==> config.mk <==
export PLATFORM = sky130hd
export DESIGN_NAME = image_cosine_similarity_unit
export DESIGN_NICKNAME = d
export VERILOG_FILES = /design/src/hdl/ics_pkg.sv /design/src/hdl/image_cosine_similarity_unit.sv /design/src/hdl/ics_mac.sv /design/src/hdl/ics_solver.sv
export SDC_FILE = /design/constraint.sdc
export NUM_CORES = 2
export LEC_CHECK = 0
export ABC_CLOCK_PERIOD_IN_PS = 9670
export BUFFER_PORTS_ARGS = -buffer_cell sky130_fd_sc_hd__buf_2
export CAP_MARGIN = 20
export CORE_MARGIN = 1.5
export CORE_UTILIZATION = 50
export CTS_BUF_LIST = sky130_fd_sc_hd__clkbuf_4 sky130_fd_sc_hd__clkbuf_8 sky130_fd_sc_hd__clkbuf_16
export DETAILED_ROUTE_END_ITERATION = 10
export PLACE_DENSITY = 0.66
export SKIP_CTS_REPAIR_TIMING = 1
export SYNTH_ARGS = -nofsm -noshare
export SYNTH_HDL_FRONTEND = slang
export SYNTH_HIERARCHICAL = 1
export SYNTH_SLANG_ARGS = --single-unit
==> constraint.sdc <==
create_clock -name clk -period 9.67 [get_ports clk]
set_input_delay 0.4835 -clock clk [delete_from_list [all_inputs] [get_ports clk]]
set_output_delay 0.4835 -clock clk [all_outputs]
set_load 0.02 [all_outputs]
==> src/hdl/ics_pkg.sv <==
// Shared widths, state encodings and helpers for the image cosine similarity unit.
// No dependencies; every other file in hdl/ imports this package.
`default_nettype none

package ics_pkg;

  // Pixel layout: four bytes per pixel, one reference and one candidate pixel per beat
  localparam int BYTE_W    = 8;
  localparam int PIX_BYTES = 4;
  localparam int PIX_W     = BYTE_W * PIX_BYTES;
  localparam int CH_W      = $clog2(PIX_BYTES);
  localparam int SQ_W      = 2 * BYTE_W;

  // Accumulators and result format
  localparam int ACC_W     = 48;
  localparam int FRAC_BITS = 16;
  localparam int SIM_W     = FRAC_BITS + 1;

  // Ratio solver widths: product of the two norms, and the widest trial value
  localparam int PROD_W    = 2 * ACC_W;
  localparam int WIDE_W    = PROD_W + 2 * SIM_W;
  localparam int BIT_W     = $clog2(SIM_W);
  localparam int CNT_W     = $clog2(ACC_W);

  // Stream data widths, padded to whole bytes
  localparam int IN_W      = 2 * PIX_W;
  localparam int OUT_W     = ((SIM_W + 1 + 7) / 8) * 8;

  localparam logic [SIM_W-1:0] SIM_ONE = SIM_W'(1) << FRAC_BITS;

  // Top-level sequencer
  typedef enum logic [2:0] {
    ST_IDLE,
    ST_MAC,
    ST_NORM,
    ST_SOLVE,
    ST_EMIT
  } top_state_t;

  // Ratio solver sequencer
  typedef enum logic [2:0] {
    SV_IDLE,
    SV_MUL_P,
    SV_MUL_D,
    SV_TERM,
    SV_TRIAL,
    SV_COMMIT,
    SV_DONE
  } sv_state_t;

  // Clamp the solver quotient to one in Q1.FRAC_BITS
  function automatic logic [SIM_W-1:0] clamp_sim(input logic [SIM_W-1:0] q);
    clamp_sim = (q > SIM_ONE) ? SIM_ONE : q;
  endfunction

endpackage

`default_nettype wire

==> src/hdl/image_cosine_similarity_unit.sv <==
// Image cosine similarity unit, top level: stream handshake, channel sequencer,
// output register. Instantiates ics_mac and ics_solver; uses ics_pkg.
//
//  port group  dir  width  contents
//  s_axis_*    in   64+1   pixel pair beat, tlast marks the final pair of an image
//  m_axis_*    out  24     one result beat per image
//
// A pixel pair is accepted in one beat and then walks the byte MAC, one channel per
// cycle. A beat with tlast adds a norm check and, when both norms are nonzero, a
// ratio solver run (two 48-step shift-add products, then a term, trial and commit
// step per quotient bit on the shared adder), then the load of the output register.
// The output register lets the next image
// start while a result waits; a second result waits until the first is taken.
// Reset is synchronous and clears the accumulators, the state machines and the output valid.
`default_nettype none

module image_cosine_similarity_unit
  import ics_pkg::*;
(
  input  wire logic             clk,
  input  wire logic             rst,
  input  wire logic             s_axis_tvalid,
  output logic                  s_axis_tready,
  // [7:0] ref_c0, [15:8] ref_c1, [23:16] ref_c2, [31:24] ref_c3,
  // [39:32] cand_c0, [47:40] cand_c1, [55:48] cand_c2, [63:56] cand_c3
  input  wire logic [IN_W-1:0]  s_axis_tdata,
  input  wire logic             s_axis_tlast,
  output logic                  m_axis_tvalid,
  input  wire logic             m_axis_tready,
  // [16:0] similarity, [17] norm_zero, [23:18] zero
  output logic      [OUT_W-1:0] m_axis_tdata
);

  top_state_t state, state_next;

  logic [IN_W-1:0]   pix;
  logic              last_q;
  logic [CH_W-1:0]   ch, ch_next;
  logic [SIM_W-1:0]  res_sim, res_sim_next;
  logic              res_nz, res_nz_next;
  logic              accept;
  logic              mac_en;
  logic              acc_clr;
  logic              solve_start;
  logic              out_load;
  logic              solver_done;
  logic [SIM_W-1:0]  solver_q;
  logic [BYTE_W-1:0] ref_byte;
  logic [BYTE_W-1:0] cand_byte;
  logic [ACC_W-1:0]  dot_sum;
  logic [ACC_W-1:0]  ref_square_sum;
  logic [ACC_W-1:0]  cand_square_sum;

  assign accept    = s_axis_tvalid && s_axis_tready;
  assign ref_byte  = pix[ch * BYTE_W +: BYTE_W];
  assign cand_byte = pix[PIX_W + ch * BYTE_W +: BYTE_W];

  ics_mac u_mac (
    .clk             (clk),
    .rst             (rst),
    .en              (mac_en),
    .clr             (acc_clr),
    .ref_byte        (ref_byte),
    .cand_byte       (cand_byte),
    .dot_sum         (dot_sum),
    .ref_square_sum  (ref_square_sum),
    .cand_square_sum (cand_square_sum)
  );

  ics_solver u_solver (
    .clk   (clk),
    .rst   (rst),
    .start (solve_start),
    .dot   (dot_sum),
    .ra    (ref_square_sum),
    .cb    (cand_square_sum),
    .done  (solver_done),
    .q     (solver_q)
  );

  // Sequencer: accept, walk the channels, then finish the image on tlast
  always_comb begin
    state_next    = state;
    ch_next       = ch;
    res_sim_next  = res_sim;
    res_nz_next   = res_nz;
    s_axis_tready = 1'b0;
    mac_en        = 1'b0;
    acc_clr       = 1'b0;
    solve_start   = 1'b0;
    out_load      = 1'b0;
    unique case (state)
      ST_IDLE: begin
        s_axis_tready = 1'b1;
        if (s_axis_tvalid) begin
          ch_next    = '0;
          state_next = ST_MAC;
        end
      end
      ST_MAC: begin
        mac_en  = 1'b1;
        ch_next = ch + CH_W'(1);
        if (ch == CH_W'(PIX_BYTES - 1)) begin
          state_next = last_q ? ST_NORM : ST_IDLE;
        end
      end
      ST_NORM: begin
        if (ref_square_sum == '0 || cand_square_sum == '0) begin
          res_sim_next = '0;
          res_nz_next  = 1'b1;
          state_next   = ST_EMIT;
        end else begin
          solve_start = 1'b1;
          state_next  = ST_SOLVE;
        end
      end
      ST_SOLVE: begin
        if (solver_done) begin
          res_sim_next = clamp_sim(solver_q);
          res_nz_next  = 1'b0;
          state_next   = ST_EMIT;
        end
      end
      ST_EMIT: begin
        if (!m_axis_tvalid || m_axis_tready) begin
          out_load   = 1'b1;
          acc_clr    = 1'b1;
          state_next = ST_IDLE;
        end
      end
      default: begin
        state_next = ST_IDLE;
      end
    endcase
  end

  always_ff @(posedge clk) begin
    if (rst) begin
      state <= ST_IDLE;
    end else begin
      state <= state_next;
    end
  end

  // Beat capture, channel index and result registers
  always_ff @(posedge clk) begin
    if (accept) begin
      pix    <= s_axis_tdata;
      last_q <= s_axis_tlast;
    end
    ch      <= ch_next;
    res_sim <= res_sim_next;
    res_nz  <= res_nz_next;
  end

  // Output register
  always_ff @(posedge clk) begin
    if (rst) begin
      m_axis_tvalid <= 1'b0;
    end else if (out_load) begin
      m_axis_tvalid <= 1'b1;
    end else if (m_axis_tready) begin
      m_axis_tvalid <= 1'b0;
    end
  end

  always_ff @(posedge clk) begin
    if (out_load) begin
      m_axis_tdata <= OUT_W'({res_nz, res_sim});
    end
  end

  // Checks
  a_load_needs_last: assert property (@(posedge clk) disable iff (rst)
    out_load |-> last_q)
    else $error("result loaded for a beat without tlast");

  a_done_in_solve: assert property (@(posedge clk) disable iff (rst)
    solver_done |-> state == ST_SOLVE)
    else $error("solver finished outside the solve state");

  a_zero_norm_sim: assert property (@(posedge clk) disable iff (rst)
    (m_axis_tvalid && m_axis_tdata[SIM_W]) |-> m_axis_tdata[SIM_W-1:0] == '0)
    else $error("zero norm result with nonzero similarity");

  a_sim_range: assert property (@(posedge clk) disable iff (rst)
    m_axis_tvalid |-> m_axis_tdata[SIM_W-1:0] <= SIM_ONE)
    else $error("similarity above one");

endmodule

`default_nettype wire

==> src/hdl/ics_mac.sv <==
// Byte multiply-accumulate unit: one channel of a pixel pair per cycle while enabled into three
// saturating 48-bit sums (dot product, reference squares, candidate squares). Uses ics_pkg.
`default_nettype none

module ics_mac
  import ics_pkg::*;
(
  input  wire logic              clk,
  input  wire logic              rst,
  input  wire logic              en,
  input  wire logic              clr,
  input  wire logic [BYTE_W-1:0] ref_byte,
  input  wire logic [BYTE_W-1:0] cand_byte,
  output logic      [ACC_W-1:0]  dot_sum,
  output logic      [ACC_W-1:0]  ref_square_sum,
  output logic      [ACC_W-1:0]  cand_square_sum
);

  logic [SQ_W-1:0]  prod_rc;
  logic [SQ_W-1:0]  prod_rr;
  logic [SQ_W-1:0]  prod_cc;
  logic [ACC_W:0]   dot_add;
  logic [ACC_W:0]   ref_add;
  logic [ACC_W:0]   cand_add;
  logic [ACC_W-1:0] dot_sum_next;
  logic [ACC_W-1:0] ref_square_sum_next;
  logic [ACC_W-1:0] cand_square_sum_next;

  // Three byte products for the selected channel
  assign prod_rc = SQ_W'(ref_byte) * SQ_W'(cand_byte);
  assign prod_rr = SQ_W'(ref_byte) * SQ_W'(ref_byte);
  assign prod_cc = SQ_W'(cand_byte) * SQ_W'(cand_byte);

  // Add with carry out; a carry pins the sum at all ones
  assign dot_add  = {1'b0, dot_sum} + (ACC_W + 1)'(prod_rc);
  assign ref_add  = {1'b0, ref_square_sum} + (ACC_W + 1)'(prod_rr);
  assign cand_add = {1'b0, cand_square_sum} + (ACC_W + 1)'(prod_cc);

  always_comb begin
    dot_sum_next         = dot_add[ACC_W]  ? '1 : dot_add[ACC_W-1:0];
    ref_square_sum_next  = ref_add[ACC_W]  ? '1 : ref_add[ACC_W-1:0];
    cand_square_sum_next = cand_add[ACC_W] ? '1 : cand_add[ACC_W-1:0];
  end

  // Accumulators: cleared after each image result
  always_ff @(posedge clk) begin
    if (rst || clr) begin
      dot_sum         <= '0;
      ref_square_sum  <= '0;
      cand_square_sum <= '0;
    end else if (en) begin
      dot_sum         <= dot_sum_next;
      ref_square_sum  <= ref_square_sum_next;
      cand_square_sum <= cand_square_sum_next;
    end
  end

endmodule

`default_nettype wire

==> src/hdl/ics_solver.sv <==
// Ratio solver: finds the largest q with q^2 * ra * cb <= dot^2 * 2^(2*FRAC_BITS)
// using one shared wide adder under a small sequencer. Uses ics_pkg.
`default_nettype none

module ics_solver
  import ics_pkg::*;
(
  input  wire logic             clk,
  input  wire logic             rst,
  input  wire logic             start,
  input  wire logic [ACC_W-1:0] dot,
  input  wire logic [ACC_W-1:0] ra,
  input  wire logic [ACC_W-1:0] cb,
  output logic                  done,
  output logic      [SIM_W-1:0] q
);

  sv_state_t state, state_next;

  // Datapath registers
  logic [WIDE_W-1:0] s, s_next;       // product / trial accumulator
  logic [PROD_W-1:0] mc, mc_next;     // shifting multiplicand
  logic [ACC_W-1:0]  mp, mp_next;     // shifting multiplier
  logic [CNT_W-1:0]  cnt, cnt_next;
  logic [PROD_W-1:0] p, p_next;       // ra * cb
  logic [PROD_W-1:0] d, d_next;       // dot^2
  logic [WIDE_W-1:0] x, x_next;       // q^2 * p
  logic [WIDE_W-1:0] u, u_next;       // q * p << (b+1)
  logic [WIDE_W-1:0] v, v_next;       // p << 2b
  logic [SIM_W-1:0]  q_next;
  logic [BIT_W-1:0]  b, b_next;

  // Shared adder and its operand select
  logic [WIDE_W-1:0] opa;
  logic [WIDE_W-1:0] opb;
  logic [WIDE_W-1:0] sum;
  logic [WIDE_W-1:0] dsh;
  logic              fits;

  always_comb begin
    opa = '0;
    opb = '0;
    unique case (state)
      SV_MUL_P, SV_MUL_D: begin
        opa = s;
        opb = mp[0] ? WIDE_W'(mc) : '0;
      end
      SV_TERM: begin
        opa = u;
        opb = v;
      end
      SV_TRIAL: begin
        opa = x;
        opb = s;
      end
      SV_COMMIT: begin
        opa = u;
        opb = v << 1;
      end
      default: begin
        opa = '0;
        opb = '0;
      end
    endcase
  end

  assign sum  = opa + opb;
  assign dsh  = WIDE_W'(d) << (2 * FRAC_BITS);
  assign fits = (s <= dsh);

  // Sequencer: two shift-add products, then one quotient bit per term, trial and commit pass
  always_comb begin
    state_next = state;
    s_next     = s;
    mc_next    = mc;
    mp_next    = mp;
    cnt_next   = cnt;
    p_next     = p;
    d_next     = d;
    x_next     = x;
    u_next     = u;
    v_next     = v;
    q_next     = q;
    b_next     = b;
    done       = 1'b0;
    unique case (state)
      SV_IDLE: begin
        if (start) begin
          s_next     = '0;
          mc_next    = PROD_W'(ra);
          mp_next    = cb;
          cnt_next   = '0;
          state_next = SV_MUL_P;
        end
      end
      SV_MUL_P: begin
        s_next   = sum;
        mc_next  = mc << 1;
        mp_next  = mp >> 1;
        cnt_next = cnt + CNT_W'(1);
        if (cnt == CNT_W'(ACC_W - 1)) begin
          p_next     = sum[PROD_W-1:0];
          s_next     = '0;
          mc_next    = PROD_W'(dot);
          mp_next    = dot;
          cnt_next   = '0;
          state_next = SV_MUL_D;
        end
      end
      SV_MUL_D: begin
        s_next   = sum;
        mc_next  = mc << 1;
        mp_next  = mp >> 1;
        cnt_next = cnt + CNT_W'(1);
        if (cnt == CNT_W'(ACC_W - 1)) begin
          d_next     = sum[PROD_W-1:0];
          x_next     = '0;
          u_next     = '0;
          v_next     = WIDE_W'(p) << (2 * FRAC_BITS);
          q_next     = '0;
          b_next     = BIT_W'(FRAC_BITS);
          state_next = SV_TERM;
        end
      end
      SV_TERM: begin
        // cross term plus square term of the trial bit
        s_next     = sum;
        state_next = SV_TRIAL;
      end
      SV_TRIAL: begin
        s_next     = sum;
        state_next = SV_COMMIT;
      end
      SV_COMMIT: begin
        if (fits) begin
          x_next    = s;
          u_next    = sum >> 1;
          q_next[b] = 1'b1;
        end else begin
          u_next = u >> 1;
        end
        v_next = v >> 2;
        if (b == '0) begin
          state_next = SV_DONE;
        end else begin
          b_next     = b - BIT_W'(1);
          state_next = SV_TERM;
        end
      end
      SV_DONE: begin
        done       = 1'b1;
        state_next = SV_IDLE;
      end
      default: begin
        state_next = SV_IDLE;
      end
    endcase
  end

  always_ff @(posedge clk) begin
    if (rst) begin
      state <= SV_IDLE;
    end else begin
      state <= state_next;
    end
  end

  always_ff @(posedge clk) begin
    s   <= s_next;
    mc  <= mc_next;
    mp  <= mp_next;
    cnt <= cnt_next;
    p   <= p_next;
    d   <= d_next;
    x   <= x_next;
    u   <= u_next;
    v   <= v_next;
    q   <= q_next;
    b   <= b_next;
  end

endmodule

`default_nettype wire
==> impl_metrics.csv <==
group,metric,value,unit
routing,ant_nets,0,
yosys,syn_area,70740,µm²
yosys,ys_top_cells_by_count,"984 x edfxtp_1, 777 x a21oi_1, 640 x nand2_1, 618 x nor2_1, 422 x inv_1",
yosys,netlist.area_leader.share,41.77,%
critical_path,critPathLaunchType,"flop",
clock_tree,path_clk_slew,0.06,ns
critical_path,slowest_stage,"dfxtp_4",
yosys,async_flop_share,0,%
die,io_pins,95,
critical_path,critPathMaxFanout,123,
yosys,ys_seq_area_share,46.04,%
hold_path,worst_hold_path.endpoint,"m_axis_tvalid$_SDFFE_PP0P_",
yosys,synth.distinct_cells,104,
yosys,synthMostInstantiatedCell,"edfxtp_1",
yosys,synth_cells,7111,
cells_and_area,nNetsFinal,7573,
clock_tree,clock_sinks,1135,
clock_tree,htreeDepth,4,
yosys,avgSynthCellArea,9.948,µm²
timing,min_period,7.343,ns
timing,setup_tns,0,ns
critical_path,cpPeakStageDelay,0.84,ns
cells_and_area,multi_input_area,34980,µm²
clock_tree,numCtsBuffers,130,
global_route,grtUsageMet3,4.445,%
power_and_ir_drop,leakagePower,29.72,nW
placed_design,place_congestion,0.9947,
routing,wl_per_cell,26.16,µm
die,initial_core_util,50.57,%
yosys,yosys_warnings,6,
clock_tree,max-clock-path-buffers,3,
timing,setup_viol,0,
global_route,antenna_found_initial,3,
global_route,first_global_vias,55420,
global_route,grt.overflow.total,0,
timing,hold_viol,0,
critical_path,r2r_start,"u_solver/state[0]$_SDFFE_PP0P_",
critical_path,reg2reg_to,"u_solver/u[107]$_SDFFCE_PP0P_",
yosys,synth_top_area_cell,"edfxtp_1",
power_and_ir_drop,vdd_drop_max,0.0005410,V
hold_path,min_from,"m_axis_tready",
run,drv_cap,0,
critical_path,path_cells,"buf_12 > nand2b_1 > nand2_1 > nand2_4 > nor2_4 > buf_4 > a221o_1 > ha_1 > nand4_1 > nor3_1 > nand4_1 > or4_1 > a21oi_1 > nor3_1 > o21bai_1 > xnor2_1 > nor2_1 > o21a_1",
status,outcome,"finished, final reports clean",
critical_path,reg2reg_depth,18,
die,core_area,139900,µm²
routing,dr.pass1.iters,6,
timing,worstMarginPinSlew,1.161,ns
critical_path,endpoint_kind,"flop",
critical_path,setup.worst_path.class,"flop to flop",
global_route,globalRouteTotalUtil,32.14,%
routing,drc,0,
global_route,grt_pass1_wl,348700,µm
hold_path,hold_path_depth,3,
global_route,grt_use_met2,55.02,%
timing,finalCritPeriodShare,75.94,%
die,die_w,379.1,µm
cells_and_area,drive_above_1_share,6.608,%
die,dieHeight,379.1,µm
critical_path,r2r_slack,2.33,ns
routing,avgViaCountPerCell,6.296,
cells_and_area,regArea,32580,µm²
timing,slew-limit-headroom,22.33,%
power_and_ir_drop,p_per_area,224.2,nW/µm²
placed_design,dp_hpwl,160300,µm
global_route,use_met1,38.23,%
critical_path,worstPathRequired,10.20,ns
hold_path,hold_class,"input pin to flop",
clock_tree,cts_tree,"done",
routing,drt_iter0_markers,5568,
timing,rsz0062_at_grt,"no",
cells_and_area,fin_util,55.48,%
critical_path,cp.arrival,7.88,ns
yosys,synthTopCellsByArea,"edfxtp_1 42%, ha_1 6.3%, a21oi_1 5.5%, dfxtp_1 4.3%, fa_1 3.5%",
timing,final-max-slew-violation-count,0,
yosys,ys.flop_type,"edfxtp_1",
die,rows,137,
clock_tree,clk_latency,0.78,ns
placed_design,numPortBuffers,88,
global_route,grt_max_degree,193,
global_route,grt_busiest_layer,"met2",
routing,drt_wl_total,235600,µm
cells_and_area,fillers,12320,
timing,fin_skew,0.03091,ns
routing,vias,56700,
cells_and_area,syn_to_final_growth,9.710,%
timing,fmax,0.1362,GHz
yosys,synth-seq-cells,1135,
power_and_ir_drop,total_power,0.01740,W
die,die-area,143700,µm²
yosys,synth_edf_count,984,
clock_tree,ctsRootBufferMaster,"clkbuf_16",
==> kinds of logic (layout without fill, tap and decap cells) <==
kind of cell    count (synthesis)  after routing  synth area share (%)
flops                        1135           1135                 46.04
mux                           242            242                 3.711
xor+xnor                      237            237                 2.934
other cells                     1              9              0.005301
simple gates                 2347           2347                 16.27
fa+ha+maj                     481            481                 9.834
buf+inv                       859            871                 4.740
compound gates               1809           1809                 16.47
==> registers in the layout (all words and copies together) (netlist names), 18 cells and up <==
name / count
u_solver/mc: 96
u_solver/x: 130
u_solver/s: 130
m_axis_tdata: 18
u_mac/cand_square_sum: 48
u_solver/d: 96
u_solver/mp: 48
u_solver/v: 128
pix: 64
u_mac/ref_square_sum: 48
u_mac/dot_sum: 48
u_solver/p: 96
u_solver/u: 129
==> routing by layer <==
metal / wire length, µm / vias to the layer above
met2: 115500 / 2536
met3: 15150 / 740
met5: 0 / -
met4: 16180 / 0
met1: 88740 / 27880
li1: - / 25550
==> power breakdown <==
| part | internal [W] | switching [W] |
|---|---|---|
| registers | 0.00544 | 0.000162 |
| logic | 0.00266 | 0.00394 |
| clock network | 0.00308 | 0.00212 |
| total | 0.0112 | 0.00622 |
==> per-stage QoR <==
| step | worst slack [ns] | std cells | area (µm²) | hold slack, ns |
|---|---|---|---|---|
| after floorplan | 1.596 | 7116 | 70760 | 0.4003 |
| after global placement | 2.401 | 8701 | 72480 | 0.4047 |
| after detailed placement | 2.295 | 8701 | 72480 | 0.4065 |
| after CTS | 2.248 | 8938 | 76920 | -0.1741 |
| after global routing | 2.150 | 9007 | 77610 | 0.02720 |
| final | 2.327 | 9007 | 77610 | 0.02589 |
==> critical path, delay by kind of cell (launching register included) <==
family | cells | cell delay (ns)
adder cells (fa/ha/maj) | 1 | 0.33
AO/OA/AOI/OAI | 4 | 1.62
AND/OR/NAND/NOR | 10 | 2.85
XOR/XNOR | 1 | 0.21
flip-flops | 1 | 0.84
buffers and inverters | 2 | 1.17
==> final cells by class <==
| type | instances | share of cell area, % |
|---|---|---|
| Clock inverter | 72 | 1.088 |
| Antenna cell | 3 | 0.009673 |
| Inverter | 424 | 2.060 |
| Sequential cell | 1135 | 41.98 |
| Clock buffer | 165 | 4.638 |
| Multi-Input combinational cell | 5122 | 45.07 |
| Tap cell | 1876 | 3.024 |
| Timing Repair Buffer | 210 | 2.128 |
==> placed cells by master, fill, tap and decap left out, types with 21 or more instances in the layout <==
cell / n
a21o_1: 136
nor2b_1: 240
xnor2_1: 145
a21oi_1: 775
clkbuf_16: 133
fa_1: 125
nor2_1: 613
mux2i_1: 224
a211oi_1: 40
inv_1: 420
nor4_1: 52
nor3_1: 59
and3_1: 39
and2_1: 367
dfxtp_1: 149
o22ai_1: 134
xor2_1: 92
dlygate4sd3_1: 65
edfxtp_1: 984
nand3_1: 88
ha_1: 356
a221o_1: 189
nand2_1: 633
clkbuf_4: 27
or3_1: 21
a31oi_1: 36
clkinv_1: 22
buf_4: 47
o21bai_1: 43
nand4_1: 126
o21a_1: 35
buf_2: 88
o21ai_0: 217
==> worst max path at each step <==
stage	from	to	slack (ns)	cells past startpoint
finish	u_solver/state[0]$_SDFFE_PP0P_	u_solver/u[107]$_SDFFCE_PP0P_	2.33	18
global route	u_solver/state[0]$_SDFFE_PP0P_	u_solver/u[108]$_SDFFCE_PP0P_	2.15	19
CTS	ch[0]$_SDFFCE_PN0P_	u_mac/dot_sum[28]$_SDFFE_PP0P_	2.25	17
detailed placement	ch[0]$_SDFFCE_PN0P_	u_mac/dot_sum[46]$_SDFFE_PP0P_	2.30	17
global placement	ch[0]$_SDFFCE_PN0P_	u_mac/dot_sum[46]$_SDFFE_PP0P_	2.40	17
floorplan	u_solver/cnt[0]$_DFFE_PP_	u_solver/b[0]$_SDFFCE_PP0P_	1.60	7
Note: power is estimated with default switching activity, not from simulation.
